==> src/hdl/ihp_pkg.sv <==
// ----------------------------------------------------------------------------
// IPv4 header parser package
// Shared types and constants for the IPv4 header parser: result kinds,
// header field numbers, status codes and the record passed from the front
// end to the back end.
// ----------------------------------------------------------------------------
package ihp_pkg;

   // Result kinds.
   localparam logic [1:0] KIND_HEADER  = 2'd0;
   localparam logic [1:0] KIND_OPTION  = 2'd1;
   localparam logic [1:0] KIND_PAYLOAD = 2'd2;
   localparam logic [1:0] KIND_STATUS  = 2'd3;

   // Header field numbers.
   localparam logic [3:0] FLD_VERSION  = 4'd0;
   localparam logic [3:0] FLD_IHL      = 4'd1;
   localparam logic [3:0] FLD_TOS      = 4'd2;
   localparam logic [3:0] FLD_TOTAL    = 4'd3;
   localparam logic [3:0] FLD_IDENT    = 4'd4;
   localparam logic [3:0] FLD_FLAGS    = 4'd5;
   localparam logic [3:0] FLD_FRAG_OFF = 4'd6;
   localparam logic [3:0] FLD_TTL      = 4'd7;
   localparam logic [3:0] FLD_PROTOCOL = 4'd8;
   localparam logic [3:0] FLD_CHECKSUM = 4'd9;
   localparam logic [3:0] FLD_SOURCE   = 4'd10;
   localparam logic [3:0] FLD_DEST     = 4'd11;

   // Byte positions at which a fixed header field completes.
   localparam logic [4:0] POS_TOS      = 5'd1;
   localparam logic [4:0] POS_TOTAL    = 5'd3;
   localparam logic [4:0] POS_IDENT    = 5'd5;
   localparam logic [4:0] POS_FLAGS    = 5'd6;
   localparam logic [4:0] POS_FRAG_OFF = 5'd7;
   localparam logic [4:0] POS_TTL      = 5'd8;
   localparam logic [4:0] POS_PROTOCOL = 5'd9;
   localparam logic [4:0] POS_CHECKSUM = 5'd11;
   localparam logic [4:0] POS_SOURCE   = 5'd15;
   localparam logic [4:0] POS_DEST     = 5'd19;

   // Length of the fixed header in bytes and the smallest legal IHL.
   localparam int unsigned FIXED_HDR_BYTES = 20;
   localparam logic [3:0]  MIN_IHL         = 4'd5;

   // Status codes.
   localparam logic [2:0] ST_OK          = 3'd0;
   localparam logic [2:0] ST_SHORT_HDR   = 3'd1;
   localparam logic [2:0] ST_BAD_IHL     = 3'd2;
   localparam logic [2:0] ST_BAD_TOTAL   = 3'd3;
   localparam logic [2:0] ST_SHORT_PKT   = 3'd4;

   // Queue between front and back end.
   localparam int unsigned QUEUE_DEPTH = 4;
   localparam int unsigned QPTR_BITS   = 2;

   // Everything one byte produces: a field or data byte, the IHL field that
   // travels beside the version on the first byte, and the frame status.
   typedef struct packed {
      logic        main_valid;
      logic [1:0]  main_kind;
      logic [3:0]  main_id;
      logic [31:0] main_value;
      logic        ihl_valid;
      logic [3:0]  ihl_value;
      logic        status_valid;
      logic [2:0]  status_code;
   } rec_type;

endpackage

==> src/hdl/ihp_front.sv <==
// ----------------------------------------------------------------------------
// IPv4 header parser front end
// Accepts datagram bytes, tracks the position in the frame and builds one
// record of results for each byte that produces any.
// ----------------------------------------------------------------------------
module ihp_front #(
   parameter int unsigned COUNT_BITS = 16
) (
   input  logic             clock,
   input  logic             reset,
   input  logic             req_tvalid,
   output logic             req_tready,
   input  logic [7:0]       req_tdata,
   input  logic             req_tlast,
   input  logic             q_full,
   output logic             q_push,
   output ihp_pkg::rec_type q_rec
);
   import ihp_pkg::*;

   logic [COUNT_BITS-1:0] byte_count_ff, byte_count_in;
   logic [3:0]            header_words_ff, header_words_in;
   logic [15:0]           total_bytes_ff, total_bytes_in;
   logic [23:0]           field_accum_ff, field_accum_in;
   logic                  header_bad_ff, header_bad_in;

   logic                  accept;
   logic [31:0]           accum;
   logic [5:0]            hlen;
   logic [COUNT_BITS-1:0] count_n;
   logic                  low_index;
   rec_type               rec;

   assign req_tready = !q_full;
   assign accept     = req_tvalid && req_tready;
   assign accum      = {field_accum_ff, req_tdata};
   assign low_index  = (byte_count_ff < COUNT_BITS'(FIXED_HDR_BYTES));

   // Classify the byte and compute the next parser state.
   always_comb begin
      rec             = '0;
      header_words_in = header_words_ff;
      header_bad_in   = header_bad_ff;
      total_bytes_in  = total_bytes_ff;

      if (byte_count_ff == '0) begin
         header_words_in = req_tdata[3:0];
         header_bad_in   = (req_tdata[3:0] < MIN_IHL);
         rec.main_valid  = 1'b1;
         rec.main_kind   = KIND_HEADER;
         rec.main_id     = FLD_VERSION;
         rec.main_value  = {28'd0, req_tdata[7:4]};
         rec.ihl_valid   = 1'b1;
         rec.ihl_value   = req_tdata[3:0];
      end else if (!header_bad_ff) begin
         if (low_index) begin
            rec.main_valid = 1'b1;
            rec.main_kind  = KIND_HEADER;
            case (byte_count_ff[4:0])
               POS_TOS: begin
                  rec.main_id    = FLD_TOS;
                  rec.main_value = {24'd0, req_tdata};
               end
               POS_TOTAL: begin
                  total_bytes_in = accum[15:0];
                  rec.main_id    = FLD_TOTAL;
                  rec.main_value = {16'd0, accum[15:0]};
               end
               POS_IDENT: begin
                  rec.main_id    = FLD_IDENT;
                  rec.main_value = {16'd0, accum[15:0]};
               end
               POS_FLAGS: begin
                  rec.main_id    = FLD_FLAGS;
                  rec.main_value = {29'd0, req_tdata[7:5]};
               end
               POS_FRAG_OFF: begin
                  rec.main_id    = FLD_FRAG_OFF;
                  rec.main_value = {19'd0, accum[12:0]};
               end
               POS_TTL: begin
                  rec.main_id    = FLD_TTL;
                  rec.main_value = {24'd0, req_tdata};
               end
               POS_PROTOCOL: begin
                  rec.main_id    = FLD_PROTOCOL;
                  rec.main_value = {24'd0, req_tdata};
               end
               POS_CHECKSUM: begin
                  rec.main_id    = FLD_CHECKSUM;
                  rec.main_value = {16'd0, accum[15:0]};
               end
               POS_SOURCE: begin
                  rec.main_id    = FLD_SOURCE;
                  rec.main_value = accum;
               end
               POS_DEST: begin
                  rec.main_id    = FLD_DEST;
                  rec.main_value = accum;
               end
               default: begin
                  rec.main_valid = 1'b0;
               end
            endcase
         end else if (byte_count_ff < COUNT_BITS'({header_words_ff, 2'b00})) begin
            rec.main_valid = 1'b1;
            rec.main_kind  = KIND_OPTION;
            rec.main_value = {24'd0, req_tdata};
         end else if (byte_count_ff < COUNT_BITS'(total_bytes_ff)) begin
            rec.main_valid = 1'b1;
            rec.main_kind  = KIND_PAYLOAD;
            rec.main_value = {24'd0, req_tdata};
         end
      end

      // Saturating byte counter.
      count_n = (byte_count_ff == '1) ? byte_count_ff : byte_count_ff + 1'b1;

      // Frame status, judged with the state as it stands after this byte.
      hlen = {header_words_in, 2'b00};
      if (req_tlast) begin
         rec.status_valid = 1'b1;
         if (count_n < COUNT_BITS'(hlen)) begin
            rec.status_code = ST_SHORT_HDR;
         end else if (header_words_in < MIN_IHL) begin
            rec.status_code = ST_BAD_IHL;
         end else if (total_bytes_in < {10'd0, hlen}) begin
            rec.status_code = ST_BAD_TOTAL;
         end else if (count_n < COUNT_BITS'(total_bytes_in)) begin
            rec.status_code = ST_SHORT_PKT;
         end else begin
            rec.status_code = ST_OK;
         end
      end

      byte_count_in  = count_n;
      field_accum_in = accum[23:0];
      if (req_tlast) begin
         byte_count_in   = '0;
         header_words_in = '0;
         total_bytes_in  = '0;
         field_accum_in  = '0;
         header_bad_in   = 1'b0;
      end
   end

   assign q_push = accept && (rec.main_valid || rec.ihl_valid || rec.status_valid);
   assign q_rec  = rec;

   // Parser state registers.
   always_ff @(posedge clock) begin
      if (reset) begin
         byte_count_ff   <= '0;
         header_words_ff <= '0;
         total_bytes_ff  <= '0;
         field_accum_ff  <= '0;
         header_bad_ff   <= 1'b0;
      end else if (accept) begin
         byte_count_ff   <= byte_count_in;
         header_words_ff <= header_words_in;
         total_bytes_ff  <= total_bytes_in;
         field_accum_ff  <= field_accum_in;
         header_bad_ff   <= header_bad_in;
      end
   end

   // A frame end returns the counter to the start of a frame.
   a_last_clears: assert property (@(posedge clock) disable iff (reset)
      accept && req_tlast |=> byte_count_ff == '0)
      else $error("byte counter not cleared after frame end");

   // A bad header length flag always agrees with the stored IHL.
   a_bad_ihl: assert property (@(posedge clock) disable iff (reset)
      header_bad_ff |-> header_words_ff < MIN_IHL)
      else $error("bad header flag without a short IHL");

   // The queue is never written while full.
   a_no_overflow: assert property (@(posedge clock) disable iff (reset)
      q_push |-> !q_full)
      else $error("push into a full queue");

endmodule

==> src/hdl/ihp_queue.sv <==
// ----------------------------------------------------------------------------
// IPv4 header parser record queue
// A short first-in first-out queue of result records that decouples the
// front end from the back end.
// ----------------------------------------------------------------------------
module ihp_queue (
   input  logic             clock,
   input  logic             reset,
   input  logic             push,
   input  ihp_pkg::rec_type push_rec,
   input  logic             pop,
   output logic             full,
   output logic             empty,
   output ihp_pkg::rec_type head_rec
);
   import ihp_pkg::*;

   rec_type              store_ff [QUEUE_DEPTH];
   logic [QPTR_BITS-1:0] wr_ptr_ff, wr_ptr_in;
   logic [QPTR_BITS-1:0] rd_ptr_ff, rd_ptr_in;
   logic [QPTR_BITS:0]   count_ff, count_in;

   assign full     = (count_ff == (QPTR_BITS+1)'(QUEUE_DEPTH));
   assign empty    = (count_ff == '0);
   assign head_rec = store_ff[rd_ptr_ff];

   // Pointer and occupancy updates.
   always_comb begin
      wr_ptr_in = push ? wr_ptr_ff + 1'b1 : wr_ptr_ff;
      rd_ptr_in = pop  ? rd_ptr_ff + 1'b1 : rd_ptr_ff;
      count_in  = count_ff + (QPTR_BITS+1)'(push) - (QPTR_BITS+1)'(pop);
   end

   always_ff @(posedge clock) begin
      if (reset) begin
         wr_ptr_ff <= '0;
         rd_ptr_ff <= '0;
         count_ff  <= '0;
      end else begin
         wr_ptr_ff <= wr_ptr_in;
         rd_ptr_ff <= rd_ptr_in;
         count_ff  <= count_in;
      end
   end

   // Record storage.
   always_ff @(posedge clock) begin
      if (push) begin
         store_ff[wr_ptr_ff] <= push_rec;
      end
   end

   // Occupancy never passes the depth, and a pop needs something to take.
   a_count_range: assert property (@(posedge clock) disable iff (reset)
      count_ff <= (QPTR_BITS+1)'(QUEUE_DEPTH))
      else $error("queue occupancy out of range");

   a_no_underflow: assert property (@(posedge clock) disable iff (reset)
      pop |-> !empty)
      else $error("pop from an empty queue");

endmodule

==> src/hdl/ihp_back.sv <==
// ----------------------------------------------------------------------------
// IPv4 header parser back end
// Walks through the results of the record at the head of the queue and
// hands them one at a time to the output register.
// ----------------------------------------------------------------------------
module ihp_back (
   input  logic             clock,
   input  logic             reset,
   input  logic             q_empty,
   input  ihp_pkg::rec_type q_head,
   output logic             q_pop,
   output logic             rsp_tvalid,
   input  logic             rsp_tready,
   output logic [31:0]      rsp_tdata,
   output logic [5:0]       rsp_tuser,
   output logic             rsp_tlast
);
   import ihp_pkg::*;

   logic [2:0]  sent_ff, sent_in;
   logic        valid_ff, valid_in;
   logic [1:0]  kind_ff, kind_in;
   logic [3:0]  id_ff, id_in;
   logic [31:0] value_ff, value_in;
   logic        done_ff, done_in;

   logic        load;
   logic [2:0]  pend;
   logic [2:0]  sel;

   assign load = !valid_ff || rsp_tready;
   assign pend = {q_head.status_valid, q_head.ihl_valid, q_head.main_valid} & ~sent_ff;
   assign sel  = pend & (~pend + 3'd1);

   // Pick the next pending result of the head record in order.
   always_comb begin
      sent_in  = sent_ff;
      valid_in = valid_ff && !rsp_tready;
      kind_in  = kind_ff;
      id_in    = id_ff;
      value_in = value_ff;
      done_in  = done_ff;
      q_pop    = 1'b0;
      if (load && !q_empty) begin
         valid_in = 1'b1;
         done_in  = 1'b0;
         if (sel[0]) begin
            kind_in  = q_head.main_kind;
            id_in    = q_head.main_id;
            value_in = q_head.main_value;
         end else if (sel[1]) begin
            kind_in  = KIND_HEADER;
            id_in    = FLD_IHL;
            value_in = {28'd0, q_head.ihl_value};
         end else begin
            kind_in  = KIND_STATUS;
            id_in    = FLD_VERSION;
            value_in = {29'd0, q_head.status_code};
            done_in  = 1'b1;
         end
         if ((pend & ~sel) == 3'd0) begin
            q_pop   = 1'b1;
            sent_in = '0;
         end else begin
            sent_in = sent_ff | sel;
         end
      end
   end

   always_ff @(posedge clock) begin
      if (reset) begin
         sent_ff  <= '0;
         valid_ff <= 1'b0;
      end else begin
         sent_ff  <= sent_in;
         valid_ff <= valid_in;
      end
   end

   // Output register payload.
   always_ff @(posedge clock) begin
      kind_ff  <= kind_in;
      id_ff    <= id_in;
      value_ff <= value_in;
      done_ff  <= done_in;
   end

   assign rsp_tvalid = valid_ff;
   assign rsp_tdata  = value_ff;
   assign rsp_tuser  = {id_ff, kind_ff};
   assign rsp_tlast  = done_ff;

   // Only a status result closes a frame.
   a_last_is_status: assert property (@(posedge clock) disable iff (reset)
      rsp_tvalid && rsp_tlast |-> rsp_tuser[1:0] == KIND_STATUS)
      else $error("frame end on a result that is not a status");

endmodule

==> src/hdl/ipv4_header_parser_core.sv <==
// A byte's first result passes the record queue and the output register before it is valid.
// The front end takes one byte per cycle while the record queue is not full; each result
// holds the output register alone; the first byte gives two fields and a last byte adds a status.
// A four-entry record queue lets the front end keep accepting while the output is stalled.
// Reset is synchronous and active high; it clears the parser state, queue and output valid.
// ----------------------------------------------------------------------------
// IPv4 header parser
// Parses an IPv4 datagram byte by byte, emitting header fields, option and
// payload bytes, and a status result at the end of each frame.
// ----------------------------------------------------------------------------
module ipv4_header_parser_core #(
   parameter int unsigned COUNT_BITS = 16
) (
   input  logic        clock,
   input  logic        reset,
   input  logic        req_tvalid,
   output logic        req_tready,
   input  logic [7:0]  req_tdata,   // [7:0] data_byte
   input  logic        req_tlast,   // frame_last
   output logic        rsp_tvalid,
   input  logic        rsp_tready,
   output logic [31:0] rsp_tdata,   // [31:0] value
   output logic [5:0]  rsp_tuser,   // [1:0] kind, [5:2] field_id
   output logic        rsp_tlast    // frame_done
);
   import ihp_pkg::*;

   logic    q_full;
   logic    q_empty;
   logic    q_push;
   logic    q_pop;
   rec_type q_rec;
   rec_type q_head;

   // Front end: byte classification and parser state.
   ihp_front #(
      .COUNT_BITS (COUNT_BITS)
   ) u_front (
      .clock      (clock),
      .reset      (reset),
      .req_tvalid (req_tvalid),
      .req_tready (req_tready),
      .req_tdata  (req_tdata),
      .req_tlast  (req_tlast),
      .q_full     (q_full),
      .q_push     (q_push),
      .q_rec      (q_rec)
   );

   // Record queue between the two ends.
   ihp_queue u_queue (
      .clock    (clock),
      .reset    (reset),
      .push     (q_push),
      .push_rec (q_rec),
      .pop      (q_pop),
      .full     (q_full),
      .empty    (q_empty),
      .head_rec (q_head)
   );

   // Back end: result sequencing and output register.
   ihp_back u_back (
      .clock      (clock),
      .reset      (reset),
      .q_empty    (q_empty),
      .q_head     (q_head),
      .q_pop      (q_pop),
      .rsp_tvalid (rsp_tvalid),
      .rsp_tready (rsp_tready),
      .rsp_tdata  (rsp_tdata),
      .rsp_tuser  (rsp_tuser),
      .rsp_tlast  (rsp_tlast)
   );

endmodule

==> config.mk <==
export PLATFORM = sky130hd
export DESIGN_NAME = ipv4_header_parser_core
export DESIGN_NICKNAME = d
export VERILOG_FILES = /design/src/hdl/ihp_pkg.sv /design/src/hdl/ihp_front.sv /design/src/hdl/ihp_queue.sv /design/src/hdl/ihp_back.sv /design/src/hdl/ipv4_header_parser_core.sv
export SDC_FILE = /design/constraint.sdc
export NUM_CORES = 1
export LEC_CHECK = 0
export ABC_CLOCK_PERIOD_IN_PS = 6920
export BUFFER_PORTS_ARGS = -buffer_cell sky130_fd_sc_hd__clkbuf_2
export CAP_MARGIN = 40
export CORE_AREA = 3 3 159 146
export CTS_CLUSTER_DIAMETER = 40
export DETAILED_ROUTE_END_ITERATION = 8
export DIE_AREA = 0 0 162 149
export HOLD_SLACK_MARGIN = 0.08
export PLACE_DENSITY = 0.81
export RECOVER_POWER = 50
export SETUP_SLACK_MARGIN = 0.2
export SLEW_MARGIN = 5
export SYNTH_ARGS = -nofsm -noshare
export SYNTH_HDL_FRONTEND = slang
export SYNTH_SLANG_ARGS = --single-unit
export TNS_END_PERCENT = 50
==> constraint.sdc <==
create_clock -name clock -period 6.92 [get_ports clock]
set_input_delay 0.692 -clock clock [delete_from_list [all_inputs] [get_ports clock]]
set_output_delay 0.692 -clock clock [all_outputs]
set_load 0.005 [all_outputs]
==> results.py, run 1 <==
metrics = {
    "synth": {
        "synth.most_common_cell": "edfxtp_1",
        "syn-cell-area_sq_um": 13760,
        "synth-main-ff-cell": "edfxtp_1",
        "synth_cell_types": 69,
        "synth_top_area_share_pct": 50.40,
        "ys.warnings.count": 0,
        "ys_top_cells_by_area": "edfxtp_1, dfxtp_1, mux4_2",
        "synth-seq-cells": 305,
        "synth_edf_count": 231,
        "yosysTopAreaCell": "edfxtp_1",
        "synth_nets": 1110,
        "synth_cells": 1046,
        "synthTopCellsByCount": "edfxtp_1, nor2_1, dfxtp_1",
        "synth_area_per_cell_sq_um": 13.16,
        "ys_async_sr_fraction_pct": 0,
        "seq_area_frac_synth_pct": 61.16,
    },
    "timing": {
        "finalHoldViolations": 0,
        "max_freq_mhz": 205.1,
        "drv_slew": 199,
        "rsz0062_at_grt": "false",
        "skew_ns": 0.02201,
        "fin_tns_setup_ns": 0,
        "period_needed_ns": 4.876,
        "maxSlewHeadroom_pct": -133.7,
        "min_period_over_period_pct": 70.47,
        "finalSetupViolCount": 0,
        "worst_slew_pin_slew_ns": 3.505,
    },
    "drt": {
        "ant_nets": 0,
        "drt_iter0_markers": 974,
        "vias": 8950,
        "first_pass_iters": 5,
        "drc_errors": 0,
        "wl_microns": 32540,
        "wl_per_cell_microns": 23.01,
        "viasPerCell": 6.330,
    },
    "power": {
        "p_sw_share_pct": 27.63,
        "clkPwrFrac_pct": 36.2,
        "power.internal_mw": 3.948,
        "switchingPower_mw": 1.507,
        "p_leak_nw": 5.339,
        "power_frac_comb_pct": 18.8,
        "finalPower_mw": 5.455,
        "vdd_drop_max_v": 0.0002142,
        "power_frac_seq_pct": 45.0,
        "p_per_area_nw_per_um2": 352.3,
    },
    "final_layout": {
        "post-route-util_pct": 71.80,
        "diodes": 0,
        "nNetsFinal": 1158,
        "drive_gt1_share_pct": 14.34,
        "syn2layout_area_growth_pct": 12.51,
        "postLayoutCellArea_sq_um": 15490,
        "fillers": 1388,
    },
    "floorplan": {
        "die_w_microns": 162,
        "dieArea_sq_um": 24140,
        "coreArea_sq_um": 21570,
        "ios": 54,
        "start_util_pct": 63.82,
        "rows": 51,
        "die_h_microns": 149,
    },
    "worst_setup_path": {
        "critPathLaunchType": "flop",
        "required_ns": 7.17,
        "ff2ff_path_depth": 13,
        "criticalPathCategory": "flop to flop",
        "regToRegSetupSlack_ns": 2.04,
        "crit_path_end_kind": "flop",
        "r2r-end": "u_queue.store_ff[1][2]$_DFFE_PP_",
        "critPathMaxFanout": 18,
        "r2r-start": "u_front.byte_count_ff[7]$_SDFFE_PP0P_",
        "critPathArrivalTime_ns": 5.13,
    },
    "min_path": {
        "hold_depth": 2,
        "timing.hold.worst.class": "flop to flop",
        "hold-path-endpoint": "u_front.field_accum_ff[18]$_SDFFE_PP0P_",
        "hold_start": "u_front.field_accum_ff[18]$_SDFFE_PP0P_",
    },
    "clocking": {
        "cts_resized": 0,
        "cts_buffers": 37,
        "cts_setup_buffers": 0,
        "clockBufferDepth": 3,
        "tritoncts": "done",
        "clockRootBuffer": "clkbuf_16",
        "clkLatencyLatePin_ns": 0.52,
        "cts_hold_buf": 0,
        "clock_sinks": 305,
        "cts_max_level": 2,
        "clk_pin_slew_ns": 0.06,
    },
    "global_route": {
        "grt_pass1_wl_microns": 50940,
        "grt_max_degree": 75,
        "grt_antenna_before_repair": 0,
        "grt_pass1_vias": 8971,
        "grt_overflow_total": 0,
        "track_usage_pct": 27.53,
    },
    "placement": {
        "placedInstanceArea_sq_um": 14320,
        "globalplace.congestion": 0.9580,
        "dpl.hpwl_microns": 19960,
        "portBuffers": 53,
    },
    "run": {
        "max-cap-violations": 4,
    },
    "outcome": {
        "violations": "max-capacitance violations, max-slew violations",
        "outcome": "finished, violations left",
    },
}
[cells in the final DEF, fill, tap and decap left out, types with 38 or more instances in the layout]
cell type | Yosys | routed
and2_0 | 1 | 43
inv_1 | 38 | 38
edfxtp_1 | 231 | 231
dfxtp_1 | 74 | 73
a21oi_1 | 68 | 67
nor2_1 | 107 | 107
nand2_1 | 43 | 43
clkbuf_1 | 42 | 39
clkbuf_16 | 0 | 38
mux4_2 | 48 | 48
ha_1 | 50 | 50
[cells by family after synthesis]
kind of cell,count (synthesis),synth area share (%)
simple gates,342,13.36
flops,305,61.16
compound gates,169,7.609
buf+inv,97,2.891
mux,72,9.654
fa+ha+maj,51,4.690
xor+xnor,10,0.6363
[worst max-delay path: stages, from the launching register on]
cell and delay, ns:
dfxtp_1 0.39, or4_1 0.66, nor4_1 0.76, and3_1 0.42
clkbuf_1 0.83, mux2i_1 0.22, ha_1 0.36, nand3_1 0.10
nor3_1 0.27, nand3_1 0.13, o21ai_0 0.18, a21oi_1 0.06
o211ai_1 0.15, nor3_2 0.09
[power groups by stage]
stage	Sequential (mW)	Combinational, mW	Clock, mW
after global routing	2.48	1.12	2.07
after global placement	2.50	0.948	0
after floorplan	2.44	0.677	0
final	2.45	1.03	1.98
after CTS	2.45	1.08	2.00
after detailed placement	2.47	1.06	0
[routing by layer]
layer  global-route usage (%)  vias to the layer above  part of all wire (%)
li1                         -                     4006                     -
met1                    37.99                     4369                    40
met2                    44.41                      483                    48
met3                    5.025                       92                   8.7
met4                    10.23                        0                   3.6
met5                   0.2066                        -                     0
[how the worst max path moves through the flow]
stage                                     startpoint                                to  slack (ns)  cells past startpoint
3_5_place_dp   u_front.byte_count_ff[0]$_SDFFE_PP0P_  u_queue.store_ff[0][0]$_DFFE_PP_        2.92                     15
4_1_cts        u_front.byte_count_ff[0]$_SDFFE_PP0P_  u_queue.store_ff[3][0]$_DFFE_PP_        2.84                     15
6_report       u_front.byte_count_ff[7]$_SDFFE_PP0P_  u_queue.store_ff[1][2]$_DFFE_PP_        2.04                     13
3_3_place_gp                                    flop    u_queue.count_ff[2]$_SDFF_PP0_        2.89                     11
2_1_floorplan                             rsp_tready    u_queue.count_ff[2]$_SDFF_PP0_        2.40                     10
5_1_grt        u_front.byte_count_ff[7]$_SDFFE_PP0P_  u_queue.store_ff[1][2]$_DFFE_PP_        1.77                     13
[layout make-up]
type | count | area (sq um) | share of cell area (%)
clock buffers | 42 | 985.9 | 6.367
clock inverters | 26 | 300.3 | 1.939
inverters | 38 | 142.6 | 0.9211
multi-input cells | 644 | 4943 | 31.92
flip-flops and latches | 305 | 8419 | 54.37
well taps | 291 | 364.1 | 2.351
repair buffers | 68 | 330.3 | 2.133
[through the flow]
| step | cells | setup WS [ns] | hold WS (ns) |
|---|---|---|---|
| 2_1_floorplan | 1046 | 2.396 | 0.4280 |
| 3_3_place_gp | 1342 | 2.890 | 0.4416 |
| 3_5_place_dp | 1346 | 2.923 | 0.4540 |
| 4_1_cts | 1414 | 2.845 | 0.4857 |
| 5_1_grt | 1414 | 1.772 | 0.5214 |
| 6_report | 1414 | 2.044 | 0.4879 |
[sequential cells by signal (all words and copies together), names as in the netlist, named ones only]
register	count
u_back.id_ff	4
u_back.kind_ff	2
u_back.rsp_tdata	32
u_back.rsp_tlast	1
u_back.rsp_tvalid	1
u_back.sent_ff	3
u_front.byte_count_ff	16
u_front.field_accum_ff	24
u_front.header_bad_ff	1
u_front.header_words_ff	4
u_front.total_bytes_ff	16
u_queue.count_ff	3
u_queue.rd_ptr_ff	2
u_queue.store_ff	192
u_queue.wr_ptr_ff	2
No activity file was read; power rests on OpenSTA's default activity.
==> run 2, diff against run 1 <==
Settings changed: ABC_CLOCK_PERIOD_IN_PS 6920 to 4200, CORE_AREA 3 3 159 146 to 3 3 170 155, DIE_AREA 0 0 162 149 to 0 0 173 158, PLACE_DENSITY 0.81 to 0.75.
Clock period 6.92 ns to 4.2 ns, I/O delays scaled along.
==> results.py, run 2 (synthesis gave the netlist of run 1 again) <==
metrics = {
    "clocking": {
        "clockRootBuffer": "clkbuf_16",
        "clk_pin_slew_ns": 0.06,
        "clock_sinks": 305,
        "clockBufferDepth": 3,
        "tritoncts": "done",
        "clkLatencyLatePin_ns": 0.53,
        "cts_buffers": 38,
        "cts_max_level": 2,
    },
    "global_route": {
        "grt_overflow_total": 0,
        "grt_max_degree": 70,
        "grt_antenna_before_repair": 1,
        "grt_pass1_wl_microns": 48650,
        "track_usage_pct": 22.74,
        "grt_pass1_vias": 8665,
    },
    "floorplan": {
        "coreArea_sq_um": 24460,
        "die_w_microns": 173,
        "ios": 54,
        "die_h_microns": 158,
        "start_util_pct": 56.28,
        "dieArea_sq_um": 27330,
        "rows": 54,
    },
    "timing": {
        "worst_slew_pin_slew_ns": 2.316,
        "min_period_over_period_pct": 92.70,
        "holdWs_ns": 0.2066,
        "rsz0062_at_grt": "false",
        "skew_ns": 0.02008,
        "drv_slew": 125,
        "fin_tns_setup_ns": 0,
        "finalHoldViolations": 0,
        "max_freq_mhz": 256.9,
        "maxSlewHeadroom_pct": -54.37,
        "finalSetupViolCount": 0,
        "period_needed_ns": 3.893,
    },
    "worst_setup_path": {
        "r2r-end": "u_queue.store_ff[3][1]$_DFFE_PP_",
        "critPathMaxFanout": 7,
        "criticalPathCategory": "flop to flop",
        "ff2ff_path_depth": 14,
        "crit_path_end_kind": "flop",
        "setup.worst_path.end": "u_queue.store_ff[3][1]$_DFFE_PP_",
        "required_ns": 4.46,
        "critPathArrivalTime_ns": 4.15,
        "regToRegSetupSlack_ns": 0.31,
        "r2r-start": "u_front.byte_count_ff[0]$_SDFFE_PP0P_",
        "cp-startpoint": "u_front.byte_count_ff[0]$_SDFFE_PP0P_",
        "critPathLaunchType": "flop",
    },
    "drt": {
        "wl_per_cell_microns": 20.85,
        "first_pass_iters": 5,
        "drt_iter0_markers": 973,
        "drc_errors": 0,
        "wl_microns": 30700,
        "ant_nets": 0,
        "viasPerCell": 5.971,
        "vias": 8790,
    },
    "final_layout": {
        "layout_commonest_cell": "edfxtp_1",
        "largest_reg_flops": 192,
        "most-common-layout-cells": "edfxtp_1, nor2_1, dfxtp_1",
        "regMostFlops": "u_queue.store_ff",
        "diodes": 0,
        "nNetsFinal": 1170,
        "drive_gt1_share_pct": 15.58,
        "fillers": 1797,
        "syn2layout_area_growth_pct": 14.12,
    },
    "power": {
        "p_leak_nw": 5.421,
        "power_frac_comb_pct": 19.4,
        "p_sw_share_pct": 26.69,
        "clkPwrFrac_pct": 36.3,
        "p_per_area_nw_per_um2": 568.7,
        "power_frac_seq_pct": 44.4,
        "power.internal_mw": 6.549,
        "vdd_drop_max_v": 0.0003140,
        "switchingPower_mw": 2.385,
    },
    "outcome": {
        "violations": "max-capacitance violations, max-slew violations",
        "outcome": "finished, violations left",
    },
    "min_path": {
        "timing.hold.worst.class": "input port to flop",
    },
    "placement": {
        "portBuffers": 53,
        "globalplace.congestion": 0.9271,
        "dpl.hpwl_microns": 19580,
    },
    "run": {
        "max-cap-violations": 3,
    },
}
[run 2: cell type report]
| type | count | area [sq um] | area share, % |
|---|---|---|---|
| tap | 336 | 420.4 | 2.676 |
| inverter | 38 | 142.6 | 0.9081 |
| timing repair buffer | 79 | 478.0 | 3.043 |
| multi-input combinational | 644 | 4971 | 31.65 |
| clock buffer | 51 | 1062 | 6.763 |
| clock inverter | 19 | 214.0 | 1.362 |
| sequential | 305 | 8419 | 53.60 |
[run 2: stage by stage]
step                      cells  cell area, sq um  setup WS [ns]  util, %  total power, mW
after floorplan            1046             13770         0.4056        -            5.133
after global placement     1400             14460         0.5465    59.12            5.732
after detailed placement   1401             14490         0.3514    59.23            5.804
after CTS                  1471             15760         0.3381    64.45            9.068
after global routing       1472             15710         0.1607    64.22            9.353
final                      1472             15710         0.3067    64.22            8.934
[run 2: power by group through the flow]
| stage | clock network [mW] | registers [mW] | logic (mW) |
|---|---|---|---|
| final | 3.24 | 3.96 | 1.73 |
| after global routing | 3.44 | 4.00 | 1.91 |
| after CTS | 3.29 | 3.96 | 1.82 |
| after detailed placement | 0 | 4.01 | 1.79 |
| after global placement | 0 | 4.00 | 1.74 |
| after floorplan | 0 | 4.02 | 1.12 |
[run 2: layer usage]
metal | global-route usage, % | vias to the layer above | routed length, microns
met4 | 6.407 | 2 | 671
met2 | 35.63 | 346 | 14070
met1 | 31.68 | 4342 | 13380
li1 | - | 4043 | -
met3 | 6.307 | 57 | 2564
met5 | 0 | - | 13
[run 2: how the worst min path moves through the flow]
stage	slack, ns	from	cells after the start	endpoint
final	0.21	rsp_tready	4	u_back.rsp_tvalid$_SDFF_PP0_
after global routing	0.22	rsp_tready	4	u_back.rsp_tvalid$_SDFF_PP0_
after CTS	0.19	rsp_tready	4	u_back.rsp_tvalid$_SDFF_PP0_
after detailed placement	0.46	u_back.sent_ff[1]$_SDFFE_PP0P_	2	u_back.sent_ff[1]$_SDFFE_PP0P_
after global placement	0.44	u_back.sent_ff[1]$_SDFFE_PP0P_	2	u_back.sent_ff[1]$_SDFFE_PP0P_
after floorplan	0.43	u_back.sent_ff[1]$_SDFFE_PP0P_	2	u_back.sent_ff[1]$_SDFFE_PP0P_
[run 2: worst max-delay path: stages (launching register included)]
cell       delay, ns
dfxtp_1         0.36
inv_1           0.16
ha_1            0.29
or3b_2          0.50
nor4_4          0.18
clkbuf_1        0.32
mux2i_1         0.20
ha_1            0.24
a21oi_1         0.19
nand2_1         0.08
mux2_2          0.29
a2111oi_2       0.32
o211ai_1        0.20
nand2_1         0.17
nor2b_1         0.13
[run 2: what timing repair did]
item | CTS | global route
hold buffers | 0 | 0
gates resized for setup | 0 | 3
setup endpoints to repair | 0 | 12
setup buffers | 0 | 0
==> run 3, diff against run 2 <==
Settings changed: CAP_MARGIN 40 to not set, PLACE_DENSITY 0.75 to 0.78.
==> results.py, run 3 (synthesis gave the netlist of run 1 again) <==
metrics = {
    "timing": {
        "rsz0062_at_grt": "false",
        "finalSetupViolCount": 0,
        "min_period_over_period_pct": 91.76,
        "worst_slew_pin_slew_ns": 2.392,
        "skew_ns": 0.02258,
        "drv_slew": 128,
        "finalHoldViolations": 0,
        "maxSlewHeadroom_pct": -59.46,
        "fin_tns_setup_ns": 0,
        "period_needed_ns": 3.854,
        "max_freq_mhz": 259.5,
    },
    "min_path": {
        "hold_start": "rsp_tready",
        "hold_depth": 4,
        "hold-path-endpoint": "u_back.rsp_tvalid$_SDFF_PP0_",
        "timing.hold.worst.class": "input port to flop",
    },
    "final_layout": {
        "diodes": 0,
        "most-common-layout-cells": "edfxtp_1, nor2_1, dfxtp_1",
        "largest_reg_flops": 192,
        "nNetsFinal": 1172,
        "layout_commonest_cell": "edfxtp_1",
        "regMostFlops": "u_queue.store_ff",
        "post-route-util_pct": 64.64,
        "syn2layout_area_growth_pct": 14.86,
        "final-instance-count-excl-fill": 1474,
        "drive_gt1_share_pct": 16.70,
    },
    "clocking": {
        "clockRootBuffer": "clkbuf_16",
        "tritoncts": "done",
        "clock_sinks": 305,
        "clk_pin_slew_ns": 0.06,
        "clkLatencyLatePin_ns": 0.53,
        "cts_max_level": 2,
        "cts_buffers": 38,
        "clockBufferDepth": 3,
    },
    "power": {
        "p_per_area_nw_per_um2": 577.5,
        "finalPower_mw": 9.130,
        "vdd_drop_max_v": 0.0003561,
        "p_leak_nw": 5.488,
    },
    "drt": {
        "wl_per_cell_microns": 21.30,
        "drc_errors": 0,
        "viasPerCell": 6.024,
        "wl_microns": 31390,
        "vias": 8880,
        "first_pass_iters": 6,
        "drt_iter0_markers": 1038,
        "ant_nets": 0,
    },
    "global_route": {
        "grt_pass1_wl_microns": 50290,
        "track_usage_pct": 23.50,
        "grt_antenna_before_repair": 0,
        "grt_pass1_vias": 8848,
        "grt_max_degree": 65,
        "grt_overflow_total": 0,
    },
    "floorplan": {
        "coreArea_sq_um": 24460,
        "ios": 54,
        "die_w_microns": 173,
        "rows": 54,
        "die_h_microns": 158,
        "dieArea_sq_um": 27330,
        "start_util_pct": 56.28,
    },
    "worst_setup_path": {
        "regToRegSetupSlack_ns": 0.35,
        "cp-startpoint": "u_front.byte_count_ff[6]$_SDFFE_PP0P_",
        "critPathLaunchType": "flop",
        "required_ns": 4.46,
        "critPathMaxFanout": 7,
        "r2r-end": "u_queue.store_ff[3][1]$_DFFE_PP_",
        "criticalPathCategory": "flop to flop",
        "crit_path_end_kind": "flop",
        "r2r-start": "u_front.byte_count_ff[6]$_SDFFE_PP0P_",
        "critPathArrivalTime_ns": 4.11,
        "ff2ff_path_depth": 13,
    },
    "placement": {
        "dpl.cell_count": 1404,
        "portBuffers": 53,
        "globalplace.congestion": 0.9798,
        "dpl.hpwl_microns": 19790,
    },
    "outcome": {
        "outcome": "finished, violations left",
        "violations": "max-capacitance violations, max-slew violations",
    },
    "run": {
        "max-cap-violations": 3,
    },
}
-- run 3: cell count changes in the layout (fill, tap and decap cells not counted), moves of 3 or more --
cell | before | now
buf_4 | 10 | 15
and2_0 | 43 | 40
clkinv_8 | 0 | 4
inv_8 | 1 | 5
clkbuf_1 | 41 | 31
and2_1 | 26 | 29
-- run 3: critical path, stage by stage (launching register included) --
cell	delay (ns)
dfxtp_1	0.37
or4_1	0.67
nor4_4	0.44
and3_2	0.30
o21ai_2	0.08
inv_1	0.08
ha_1	0.24
a21oi_1	0.20
nand2_1	0.08
mux2_2	0.29
a2111oi_2	0.30
o211ai_1	0.21
nand2_1	0.19
nor2b_1	0.14
-- run 3: through the flow --
| step | cell area, sq um | hold slack, ns | setup slack, ns |
|---|---|---|---|
| 6_report | 15810 | 0.1989 | 0.3463 |
| 5_1_grt | 15810 | 0.2014 | 0.1460 |
| 4_1_cts | 15870 | 0.1838 | 0.3385 |
| 3_5_place_dp | 14490 | 0.4510 | 0.3853 |
| 3_3_place_gp | 14490 | 0.4467 | 0.6275 |
| 2_1_floorplan | 13770 | 0.4280 | 0.4056 |
-- run 3: how the worst max path moves through the flow --
| stage | slack, ns | to | cells past startpoint |
|---|---|---|---|
| 2_1_floorplan | 0.41 | u_queue.store_ff[0][0]$_DFFE_PP_ | 10 |
| 3_3_place_gp | 0.63 | u_queue.store_ff[0][1]$_DFFE_PP_ | 15 |
| 3_5_place_dp | 0.39 | u_queue.store_ff[0][1]$_DFFE_PP_ | 15 |
| 4_1_cts | 0.34 | u_queue.store_ff[0][1]$_DFFE_PP_ | 15 |
| 5_1_grt | 0.15 | u_queue.store_ff[0][1]$_DFFE_PP_ | 15 |
| 6_report | 0.35 | u_queue.store_ff[3][1]$_DFFE_PP_ | 13 |
-- run 3: cell type report --
type,instances,area [sq um]
sequential,305,8419
fill,1810,8648
clock inverter,27,364.1
inverter,38,142.6
multi-input combinational,644,4969
timing repair buffer,81,483.0
tap,336,420.4
clock buffer,43,1012
-- run 3: metal layers --
metal / share of wire [%] / wire length [microns] / global-route usage [%] / up-vias
met1: 43 / 13520 / 32.92 / 4374
met4: 2.6 / 811 / 7.217 / 0
met3: 7.2 / 2270 / 4.173 / 77
met2: 47 / 14790 / 38.21 / 385
met5: 0 / 0 / 0 / -
li1: - / - / - / 4044
-- run 3: where the power goes --
| part | internal (mW) | switching (mW) | leakage (nW) |
|---|---|---|---|
| Clock | 2.11 | 1.34 | 0.663 |
| Combinational | 0.727 | 0.986 | 2.13 |
| Sequential | 3.82 | 0.147 | 2.70 |
| Total | 6.66 | 2.47 | 5.49 |
-- run 3: what timing repair did --
item,CTS,global route
endpoints found under the setup margin,0,12
buffers inserted,0,0
gates resized for setup,0,4
hold buffers,0,0
